[src/design/assert_macros.svh]
`ifndef ASSERT_MACROS_SVH
`define ASSERT_MACROS_SVH

// expression holds at every clock edge outside reset
`define ASSERT_ALWAYS(lbl, expr) \
   lbl: assert property (@(posedge clock) disable iff (reset) (expr)) \
      else $error("assertion failed");

// antecedent at one edge implies consequent at the next edge
`define ASSERT_NEXT(lbl, ante, cons) \
   lbl: assert property (@(posedge clock) disable iff (reset) (ante) |=> (cons)) \
      else $error("assertion failed");

`endif

[src/design/ile_pkg.sv]
`default_nettype none

package ile_pkg;

   localparam int CAPACITY = 16;
   localparam int IDX_W    = $clog2(CAPACITY);
   localparam int CNT_W    = $clog2(CAPACITY + 1);
   localparam int POS_W    = 5;
   localparam int CMP_W    = (CNT_W > POS_W) ? CNT_W : POS_W;
   localparam int WORD_W   = 32;

   typedef enum logic [2:0] {
      OP_PUSH_BACK  = 3'd0,
      OP_PUSH_FRONT = 3'd1,
      OP_POP_BACK   = 3'd2,
      OP_POP_FRONT  = 3'd3,
      OP_INSERT_AT  = 3'd4,
      OP_DELETE_AT  = 3'd5,
      OP_REVERSE    = 3'd6,
      OP_READ_AT    = 3'd7
   } op_type;

   typedef enum logic [1:0] {
      ST_OK     = 2'd0,
      ST_EMPTY  = 2'd1,
      ST_BADIDX = 2'd2,
      ST_FULL   = 2'd3
   } status_type;

   // what every cell of the chain does this cycle
   typedef enum logic [1:0] {
      CELL_HOLD,
      CELL_INSERT,
      CELL_DELETE,
      CELL_ROTATE
   } cell_op_type;

   typedef struct packed {
      cell_op_type         op;
      logic [IDX_W-1:0]    pos;
      logic [WORD_W-1:0]   word;
   } cell_cmd_type;

   typedef enum logic {
      FSM_IDLE,
      FSM_REVERSE
   } fsm_type;

   typedef struct packed {
      status_type          status;
      logic [4:0]          item_count;
      logic [WORD_W-1:0]   read_value;
   } rsp_beat_type;

endpackage

`default_nettype wire

[src/design/ile_if.sv]
`default_nettype none

// request channel
interface ile_req_if import ile_pkg::*; ();
   logic                      valid;
   logic                      ready;
   logic [2:0]                req_type;
   logic [POS_W-1:0]          position;
   logic signed [WORD_W-1:0]  item_value;

   modport source (output valid, output req_type, output position, output item_value,
                   input ready);
   modport sink   (input valid, input req_type, input position, input item_value,
                   output ready);
endinterface

// result channel
interface ile_rsp_if import ile_pkg::*; ();
   logic                      valid;
   logic                      ready;
   logic [1:0]                status;
   logic [4:0]                item_count;
   logic signed [WORD_W-1:0]  read_value;

   modport source (output valid, output status, output item_count, output read_value,
                   input ready);
   modport sink   (input valid, input status, input item_count, input read_value,
                   output ready);
endinterface

`default_nettype wire

[src/design/ile_cell.sv]
`default_nettype none

module ile_cell import ile_pkg::*; (
   input  wire logic                clock,
   input  wire logic [IDX_W-1:0]    cell_index,
   input  wire cell_cmd_type        cmd,
   input  wire logic [WORD_W-1:0]   left_entry,
   input  wire logic [WORD_W-1:0]   right_entry,
   input  wire logic [WORD_W-1:0]   head_entry,
   output      logic [WORD_W-1:0]   entry
);

   logic [WORD_W-1:0] entry_ff;
   logic [WORD_W-1:0] entry_in;

   // pick own next word from the broadcast command and the neighbors
   always_comb begin
      entry_in = entry_ff;
      case (cmd.op)
         CELL_INSERT: begin
            if (cell_index > cmd.pos) begin
               entry_in = left_entry;
            end else if (cell_index == cmd.pos) begin
               entry_in = cmd.word;
            end
         end
         CELL_DELETE: begin
            if (cell_index >= cmd.pos) begin
               entry_in = right_entry;
            end
         end
         CELL_ROTATE: begin
            if (cell_index < cmd.pos) begin
               entry_in = right_entry;
            end else if (cell_index == cmd.pos) begin
               entry_in = head_entry;
            end
         end
         default: begin
            entry_in = entry_ff;
         end
      endcase
   end

   // payload register, no reset
   always_ff @(posedge clock) begin
      entry_ff <= entry_in;
   end

   assign entry = entry_ff;

endmodule

`default_nettype wire

[src/design/indexed_list_engine.sv]
// Ordered list of signed 32-bit words, up to CAPACITY entries, kept in a row
// of cells that shift left or right in parallel.
// req_chan: one beat per request (push/pop at either end, insert, delete,
// reverse, read). rsp_chan: exactly one beat per request, in order, with
// status, count after the request and read data (zero unless a good read).
// Each result beat is registered in the output queue before it is offered.
// Throughput: one request per cycle while the output queue has room, for
// every kind but reverse; a reverse of more than one live entry keeps the
// input closed while passes rotate the head word into place along the cells.
// Results go into a two-beat output queue; while it is full the input is
// held off, so a stalled receiver backs up into the request channel after
// at most two beats, and no result is ever dropped.
// Reset (synchronous, active high) empties the list and the output queue;
// the stored words themselves are not cleared.
`default_nettype none

`include "assert_macros.svh"

module indexed_list_engine import ile_pkg::*; (
   input  wire logic    clock,
   input  wire logic    reset,
   ile_req_if.sink      req_chan,
   ile_rsp_if.source    rsp_chan
);

   fsm_type              state_ff, state_in;
   logic [CNT_W-1:0]     count_ff, count_in;
   logic [IDX_W-1:0]     rev_k_ff, rev_k_in;
   logic [1:0]           qcnt_ff, qcnt_in;
   rsp_beat_type         q0_ff, q0_in, q1_ff, q1_in;

   logic [WORD_W-1:0]    entries [CAPACITY];
   cell_cmd_type         cell_cmd;
   cell_cmd_type         req_cmd;
   rsp_beat_type         new_beat;
   logic [CNT_W-1:0]     req_count;
   logic                 rev_start;
   logic                 accept;
   logic                 pop;
   op_type               op;
   logic [CMP_W-1:0]     pos_ext, cnt_ext, new_cnt_ext;
   logic [IDX_W-1:0]     pos_idx, cnt_idx;
   logic                 full, empty;
   logic [WORD_W-1:0]    rd_word;

   // handshake
   assign req_chan.ready = (state_ff == FSM_IDLE) && (qcnt_ff != 2'd2);
   assign accept         = req_chan.valid && req_chan.ready;
   assign pop            = rsp_chan.valid && rsp_chan.ready;

   assign op      = op_type'(req_chan.req_type);
   assign pos_ext = CMP_W'(req_chan.position);
   assign cnt_ext = CMP_W'(count_ff);
   assign pos_idx = pos_ext[IDX_W-1:0];
   assign cnt_idx = cnt_ext[IDX_W-1:0];
   assign full    = (count_ff == CNT_W'(CAPACITY));
   assign empty   = (count_ff == '0);

   // word at the requested position, one select per cell
   always_comb begin
      rd_word = '0;
      for (int i = 0; i < CAPACITY; i++) begin
         if (pos_idx == IDX_W'(i)) begin
            rd_word = entries[i];
         end
      end
   end

   // decode the request into a cell command, new count and result beat
   always_comb begin
      req_cmd.op         = CELL_HOLD;
      req_cmd.pos        = '0;
      req_cmd.word       = req_chan.item_value;
      req_count          = count_ff;
      rev_start          = 1'b0;
      new_beat.status    = ST_OK;
      new_beat.read_value = '0;
      case (op)
         OP_PUSH_BACK: begin
            if (full) begin
               new_beat.status = ST_FULL;
            end else begin
               req_cmd.op  = CELL_INSERT;
               req_cmd.pos = cnt_idx;
               req_count   = count_ff + CNT_W'(1);
            end
         end
         OP_PUSH_FRONT: begin
            if (full) begin
               new_beat.status = ST_FULL;
            end else begin
               req_cmd.op  = CELL_INSERT;
               req_count   = count_ff + CNT_W'(1);
            end
         end
         OP_POP_BACK: begin
            if (empty) begin
               new_beat.status = ST_EMPTY;
            end else begin
               req_count = count_ff - CNT_W'(1);
            end
         end
         OP_POP_FRONT: begin
            if (empty) begin
               new_beat.status = ST_EMPTY;
            end else begin
               req_cmd.op = CELL_DELETE;
               req_count  = count_ff - CNT_W'(1);
            end
         end
         OP_INSERT_AT: begin
            if (pos_ext > cnt_ext) begin
               new_beat.status = ST_BADIDX;
            end else if (full) begin
               new_beat.status = ST_FULL;
            end else begin
               req_cmd.op  = CELL_INSERT;
               req_cmd.pos = pos_idx;
               req_count   = count_ff + CNT_W'(1);
            end
         end
         OP_DELETE_AT: begin
            if (empty) begin
               new_beat.status = ST_EMPTY;
            end else if (pos_ext >= cnt_ext) begin
               new_beat.status = ST_BADIDX;
            end else begin
               req_cmd.op  = CELL_DELETE;
               req_cmd.pos = pos_idx;
               req_count   = count_ff - CNT_W'(1);
            end
         end
         OP_REVERSE: begin
            rev_start = (count_ff > CNT_W'(1));
         end
         OP_READ_AT: begin
            if (empty) begin
               new_beat.status = ST_EMPTY;
            end else if (pos_ext >= cnt_ext) begin
               new_beat.status = ST_BADIDX;
            end else begin
               new_beat.read_value = rd_word;
            end
         end
         default: begin
            req_cmd.op = CELL_HOLD;
         end
      endcase
      new_cnt_ext         = CMP_W'(req_count);
      new_beat.item_count = new_cnt_ext[4:0];
   end

   // next state
   always_comb begin
      state_in = state_ff;
      case (state_ff)
         FSM_IDLE: begin
            if (accept && rev_start) begin
               state_in = FSM_REVERSE;
            end
         end
         FSM_REVERSE: begin
            if (rev_k_ff == IDX_W'(1)) begin
               state_in = FSM_IDLE;
            end
         end
         default: begin
            state_in = FSM_IDLE;
         end
      endcase
   end

   // state outputs: cell command, pass counter, list count
   always_comb begin
      cell_cmd = req_cmd;
      rev_k_in = rev_k_ff;
      count_in = count_ff;
      case (state_ff)
         FSM_IDLE: begin
            if (accept) begin
               count_in = req_count;
               if (rev_start) begin
                  rev_k_in = cnt_idx - IDX_W'(1);
               end
            end else begin
               cell_cmd.op = CELL_HOLD;
            end
         end
         FSM_REVERSE: begin
            // rotate the first k+1 words left by one, head lands at k
            cell_cmd.op  = CELL_ROTATE;
            cell_cmd.pos = rev_k_ff;
            rev_k_in     = rev_k_ff - IDX_W'(1);
         end
         default: begin
            cell_cmd.op = CELL_HOLD;
         end
      endcase
   end

   // chain of cells
   for (genvar i = 0; i < CAPACITY; i++) begin : g_cell
      logic [WORD_W-1:0] left_w, right_w;
      if (i == 0) begin : g_first
         assign left_w = '0;
      end else begin : g_mid_l
         assign left_w = entries[i-1];
      end
      if (i == CAPACITY - 1) begin : g_last
         assign right_w = '0;
      end else begin : g_mid_r
         assign right_w = entries[i+1];
      end
      ile_cell u_cell (
         .clock       (clock),
         .cell_index  (IDX_W'(i)),
         .cmd         (cell_cmd),
         .left_entry  (left_w),
         .right_entry (right_w),
         .head_entry  (entries[0]),
         .entry       (entries[i])
      );
   end

   // two-beat output queue
   always_comb begin
      q0_in   = q0_ff;
      q1_in   = q1_ff;
      qcnt_in = qcnt_ff;
      case ({accept, pop})
         2'b10: begin
            if (qcnt_ff == 2'd0) begin
               q0_in = new_beat;
            end else begin
               q1_in = new_beat;
            end
            qcnt_in = qcnt_ff + 2'd1;
         end
         2'b01: begin
            q0_in   = q1_ff;
            qcnt_in = qcnt_ff - 2'd1;
         end
         2'b11: begin
            if (qcnt_ff == 2'd1) begin
               q0_in = new_beat;
            end else begin
               q0_in = q1_ff;
               q1_in = new_beat;
            end
         end
         default: begin
            qcnt_in = qcnt_ff;
         end
      endcase
   end

   // control registers
   always_ff @(posedge clock) begin
      if (reset) begin
         state_ff <= FSM_IDLE;
         count_ff <= '0;
         qcnt_ff  <= '0;
      end else begin
         state_ff <= state_in;
         count_ff <= count_in;
         qcnt_ff  <= qcnt_in;
      end
   end

   // payload registers
   always_ff @(posedge clock) begin
      rev_k_ff <= rev_k_in;
      q0_ff    <= q0_in;
      q1_ff    <= q1_in;
   end

   assign rsp_chan.valid      = (qcnt_ff != 2'd0);
   assign rsp_chan.status     = q0_ff.status;
   assign rsp_chan.item_count = q0_ff.item_count;
   assign rsp_chan.read_value = q0_ff.read_value;

   `ASSERT_ALWAYS(a_queue_bound, qcnt_ff <= 2'd2)
   `ASSERT_ALWAYS(a_count_bound, count_ff <= CNT_W'(CAPACITY))
   `ASSERT_NEXT(a_rev_start, accept && rev_start, state_ff == FSM_REVERSE)
   `ASSERT_NEXT(a_rev_count, state_ff == FSM_REVERSE, $stable(count_ff))

endmodule

`default_nettype wire
[src/flat_wrapper.sv]
// flat-port wrapper written by rule: the top's interface ports become plain ports
module indexed_list_engine_flat import ile_pkg::*;
  (clock, reset, req_chan_valid, req_chan_req_type, req_chan_position, req_chan_item_value, req_chan_ready, rsp_chan_valid, rsp_chan_status, rsp_chan_item_count, rsp_chan_read_value, rsp_chan_ready);
  ile_req_if req_chan_i ();
  ile_rsp_if rsp_chan_i ();
  input  wire logic clock;
  input  wire logic reset;
  input wire logic [$bits(req_chan_i.valid)-1:0] req_chan_valid;
  input wire logic [$bits(req_chan_i.req_type)-1:0] req_chan_req_type;
  input wire logic [$bits(req_chan_i.position)-1:0] req_chan_position;
  input wire logic [$bits(req_chan_i.item_value)-1:0] req_chan_item_value;
  output wire logic [$bits(req_chan_i.ready)-1:0] req_chan_ready;
  output wire logic [$bits(rsp_chan_i.valid)-1:0] rsp_chan_valid;
  output wire logic [$bits(rsp_chan_i.status)-1:0] rsp_chan_status;
  output wire logic [$bits(rsp_chan_i.item_count)-1:0] rsp_chan_item_count;
  output wire logic [$bits(rsp_chan_i.read_value)-1:0] rsp_chan_read_value;
  input wire logic [$bits(rsp_chan_i.ready)-1:0] rsp_chan_ready;
  assign req_chan_i.valid = req_chan_valid;
  assign req_chan_i.req_type = req_chan_req_type;
  assign req_chan_i.position = req_chan_position;
  assign req_chan_i.item_value = req_chan_item_value;
  assign req_chan_ready = req_chan_i.ready;
  assign rsp_chan_valid = rsp_chan_i.valid;
  assign rsp_chan_status = rsp_chan_i.status;
  assign rsp_chan_item_count = rsp_chan_i.item_count;
  assign rsp_chan_read_value = rsp_chan_i.read_value;
  assign rsp_chan_i.ready = rsp_chan_ready;
  indexed_list_engine u_core (.clock(clock), .reset(reset), .req_chan(req_chan_i), .rsp_chan(rsp_chan_i));
endmodule
[config.mk]
export PLATFORM = sky130hd
export DESIGN_NAME = indexed_list_engine_flat
export DESIGN_NICKNAME = d
export VERILOG_FILES = /design/src/design/ile_pkg.sv /design/src/design/ile_if.sv /design/src/design/ile_cell.sv /design/src/design/indexed_list_engine.sv /design/src/flat_wrapper.sv
export VERILOG_INCLUDE_DIRS = /design/src /design/src/design
export SDC_FILE = /design/constraint.sdc
export NUM_CORES = 2
export LEC_CHECK = 0
export BUFFER_PORTS_ARGS = -buffer_cell sky130_fd_sc_hd__buf_2
export CAP_MARGIN = 40
export CORE_UTILIZATION = 65
export DETAILED_ROUTE_END_ITERATION = 8
export PLACE_DENSITY = 0.82
export SYNTH_ARGS = -nofsm -noshare
export SYNTH_HDL_FRONTEND = slang
export SYNTH_HIERARCHICAL = 1
export SYNTH_SLANG_ARGS = --single-unit
[constraint.sdc]
create_clock -name clock -period 6.97 [get_ports clock]
set_input_delay 0.697 -clock clock [delete_from_list [all_inputs] [get_ports clock]]
set_output_delay 0.697 -clock clock [all_outputs]
set_load 0.02 [all_outputs]
==> summary.md <==
| Metric | Value |
|---|---|
| Outcome | `finished with violations` |
| Failing checks | `design-rule violations` |
| CP max stage delay | `0.74 ns` |
| Ranking of synthesized cells by area | `edfxtp_1, a21oi_1, nand2_1` |
| Max_cap viols | `0` |
| Hold path cells | `2` |
| Power density over the cells | `~270 nW/um2` |
| RSZ-0062 raised after global routing | `false` |
| Num CTS Buffers | `slightly below 70` |
| Crit path cell chain | `inv_1, ha_1, a21o_1, a21oi_1, o21a_2, nand3_1, a2111oi_2, a221o_1, inv_1, ha_1, nor2b_2, o211a_1, o21ai_2, buf_4, o21ai_0, a21oi_4, buf_4` |
| Clock Path Buffers | `3` |
| I/O Buffers | `84` |
| Clock skew | `between 0.02 and 0.025 ns` |
| Rows | `slightly above 90` |
| Slew margin rel. | `0.320` |
| Final Power | `~13 mW` |
| Tcrit/Tclk final | `0.803` |
| Arrival @ worst endpoint | `about 5.9 ns` |
| Hold path startpoint | `reset` |
| CTS root buf | `clkbuf_16` |
| Worst-margin pin slew | `~1.0 ns` |
| Reg clk slew, reported paths | `about 0.07 ns` |
| Hold WS | `between 0.4 and 0.5 ns` |
| Number of synthesized flops with an enable pin | `slightly below 600` |
| Register area share after synthesis | `0.430` |
| Num Clock Sinks | `around 600` |
| Crit path kind | `flop to flop` |
| Htree depth | `3` |
| WHS Endpoint | `u_core/qcnt_ff[0]$_SDFFE_PP0P_` |
| # IOs | `85` |
| FF-to-FF End | `u_core/g_cell[9].u_cell/entry[17]$_DFFE_PP_` |
| Critical path's slowest cell | `a221o_1` |
| Max Clock Freq | `179 MHz` |
| Area leader, netlist | `edfxtp_1` |
| Initial antenna violation count | `8` |
| Postcts setup bufs | `0` |
| Die span in y | `256 um` |
| Syn Area/Cell | `approximately 8.7 um2` |
| Final #Nets | `4963` |
| Pins Over Slew Limit | `0` |
| FILL cells | `approximately 4700` |
| Storage element area | `~18000 um2` |
| FF+latch count, synth | `~600` |
| Global-route wire length before repair | `about 220000 um` |
| Insertion delay to the later sink of the worst-skew pair | `between 0.6 and 0.7 ns` |
| Area delta synth->final | `8.91%` |
| Endpoints failing setup | `0` |
| All-Layer GR Usage | `0.431` |
| CP delay by family, top | `compound AO/OA/AOI/OAI gates` |
| Vias per cell | `around 7.2` |
| Critical path buffers and inverters | `4` |
| Leakage | `approximately 19 nW` |
| Routed Antenna Nets | `0` |
| Share of cells above drive strength 1 | `0.106` |
| Fin. Hold Viols | `0` |
| Startpoint class of the critical path | `flop` |
| R2R Path Start | `u_core/cnt_ext[2]$_SDFFE_PP0P_` |
| Largest net degree at the start of global routing | `181` |
| Hold crit path type | `primary input to flop` |
| Post_cts resized | `0` |
| Initial DRC count | `8511` |
| Routed len/inst | `~25 um` |
| Share of the synthesized area in the top cell type | `0.426` |
| Initial core utilization | `0.662` |
| Via count | `between 40000 and 50000` |
| Final setup TNS | `0 ns` |
| Vias in the first global route | `38300` |
| Worst EP required | `7.24 ns` |
| Peak supply drop | `about 190 uV` |
| Pre-antenna DRT Iters | `9` |
| Commonest non-fill, non-tap cell in the layout | `nand2_1` |
| Die area | `approximately 65000 um2` |
| R2R cell count | `17` |
| Ys async rst share | `0` |
| # DRC | `2` |
| Kind of end point of the critical path | `flop` |
| Area taken by multi-input logic gates | `between 20000 and 25000 um2` |
| Total Wirelength | `145000 um` |
| Reg2Reg Setup Slack | `roughly 1.4 ns` |
| Crit Path Max Fanout | `33` |
| CTS tree | `done` |
| Die Span X | `around 260 um` |
| Hpwl dp | `between 100000 and 150000 um` |
| Netlist cell types | `88` |
| Min Tclk post-route | `5.59 ns` |
| Post-CTS Hold Fix Bufs | `0` |
| Cells after Synth | `around 4800` |
| YS warnings | `6` |
| Remaining global-route overflow | `0` |
| Main synth FF type | `edfxtp_1` |
| GPL Wtd Cong | `between 0.9 and 1` |
| Synth Cell Area | `about 42000 um2` |
| CORE AREA | `roughly 63000 um2` |
| Most frequent cells in the layout | `nand2_1, a21oi_1, edfxtp_1` |
-- logic make-up (layout without fill, tap and decap cells) --
| kind of cell | Yosys count | in the layout | synth area share |
|---|---|---|---|
| DFF | 602 | 602 | 0.430 |
| adders and majority gates | 81 | 81 | 0.0242 |
| buffers and inverters | 505 | 452 | 0.0557 |
| muxes | 86 | 86 | 0.0299 |
| xor gates and xnor gates | 6 | 6 | 0.00125 |
| and+or+nand+nor | 1403 | 1403 | 0.138 |
| AOI/OAI and AO/OA | 2133 | 2133 | 0.321 |
| other | 2 | 133 | 0.000179 |
-- sequential cells by signal, indices dropped and copies added, names as in the netlist --
| register | flops |
|---|---|
| u_core/state_ff | 1 |
| u_core/rev_k_ff | 4 |
| u_core/g_cell.u_cell/entry | 512 |
| u_core/cnt_ext | 5 |
| u_core/rsp_chan.status | 2 |
| u_core/q1_ff | 39 |
| u_core/rsp_chan.read_value | 32 |
| u_core/rsp_chan.item_count | 5 |
| u_core/qcnt_ff | 2 |
-- cell usage after synthesis, types with 6 or more instances --
cell type     n
nor3_1       12
nand2_1    1138
and3_1        9
nor2b_1      16
o21ai_1       7
a21o_1       24
mux4_2       28
o22ai_1      34
a221oi_1     29
nand2b_1     12
a21boi_2     32
buf_1        27
and2_1       10
nand3_1      54
a2bb2oi_1    13
a221o_1      12
a22oi_1     530
clkbuf_1    115
a22o_1       20
buf_2       227
buf_4        15
o221ai_1      7
nor2b_2      16
buf_6        13
a222oi_1      6
o211ai_1     14
mux2i_1      25
a211oi_1     17
nor2_1       79
edfxtp_1    594
mux2_2       33
o21a_1       10
o211a_1      19
nand4_1      18
a21oi_1    1141
nand3b_1      9
o21ai_0      87
inv_1       106
o211ai_2     16
a31oi_1       6
dfxtp_1       8
ha_1         81
a32oi_1      20
o21ai_2      32
-- cell type report --
type                    count  share of cell area
clock inverters            35             0.00639
well taps                 846              0.0232
flip-flops and latches    602               0.395
multi-input cells        3837               0.488
diodes                      5            0.000274
repair buffers            220              0.0379
clock buffers              89              0.0411
inverters                 108             0.00889
-- layer usage --
layer	wire length, um	vias up	track usage
met5	13	-	0
met4	5250	2	0.156
met3	25000	523	0.144
met2	62600	3886	0.635
met1	52500	19100	0.592
li1	-	18000	-
-- how the worst max path moves through the flow --
stage	slack, ns	start	cells past startpoint	end
2_1_floorplan	0.62	req_chan_position[0]	18	u_core/g_cell[0].u_cell/entry[0]$_DFFE_PP_
3_3_place_gp	1.24	req_chan_position[1]	14	u_core/g_cell[11].u_cell/entry[29]$_DFFE_PP_
3_5_place_dp	1.23	req_chan_position[1]	16	u_core/g_cell[9].u_cell/entry[6]$_DFFE_PP_
4_1_cts	1.44	u_core/cnt_ext[2]$_SDFFE_PP0P_	17	u_core/g_cell[9].u_cell/entry[29]$_DFFE_PP_
5_1_grt	1.06	u_core/cnt_ext[2]$_SDFFE_PP0P_	17	u_core/g_cell[9].u_cell/entry[27]$_DFFE_PP_
6_report	1.38	u_core/cnt_ext[2]$_SDFFE_PP0P_	17	u_core/g_cell[9].u_cell/entry[17]$_DFFE_PP_
-- per-stage QoR --
stage	util	cell area [um2]	worst slack [ns]	std cells
finish	0.720	45600	1.38	5742
detailed placement	0.686	43400	1.23	5613
CTS	0.720	45600	1.44	5737
floorplan	-	42400	0.621	4944
global placement	0.680	43100	1.24	5596
global route	0.720	45600	1.06	5742
-- worst reg2reg max path: stages (launching register included) --
cell and delay [ns]:
dfxtp_1 0.56, inv_1 0.18, ha_1 0.26, a21o_1 0.19
a21oi_1 0.27, o21a_2 0.31, nand3_1 0.12, a2111oi_2 0.47
a221o_1 0.74, inv_1 0.12, ha_1 0.31, nor2b_2 0.17
o211a_1 0.24, o21ai_2 0.13, buf_4 0.34, o21ai_0 0.21
a21oi_4 0.17, buf_4 0.40
-- report_power, final --
group / switching (mW) / internal [mW] / leakage (nW)
clock network: 1.56 / 2.05 / 1.05
registers: 0.498 / 4.82 / 5.58
logic: 2.39 / 1.21 / 12.0
(Power assumes the default switching activity.)
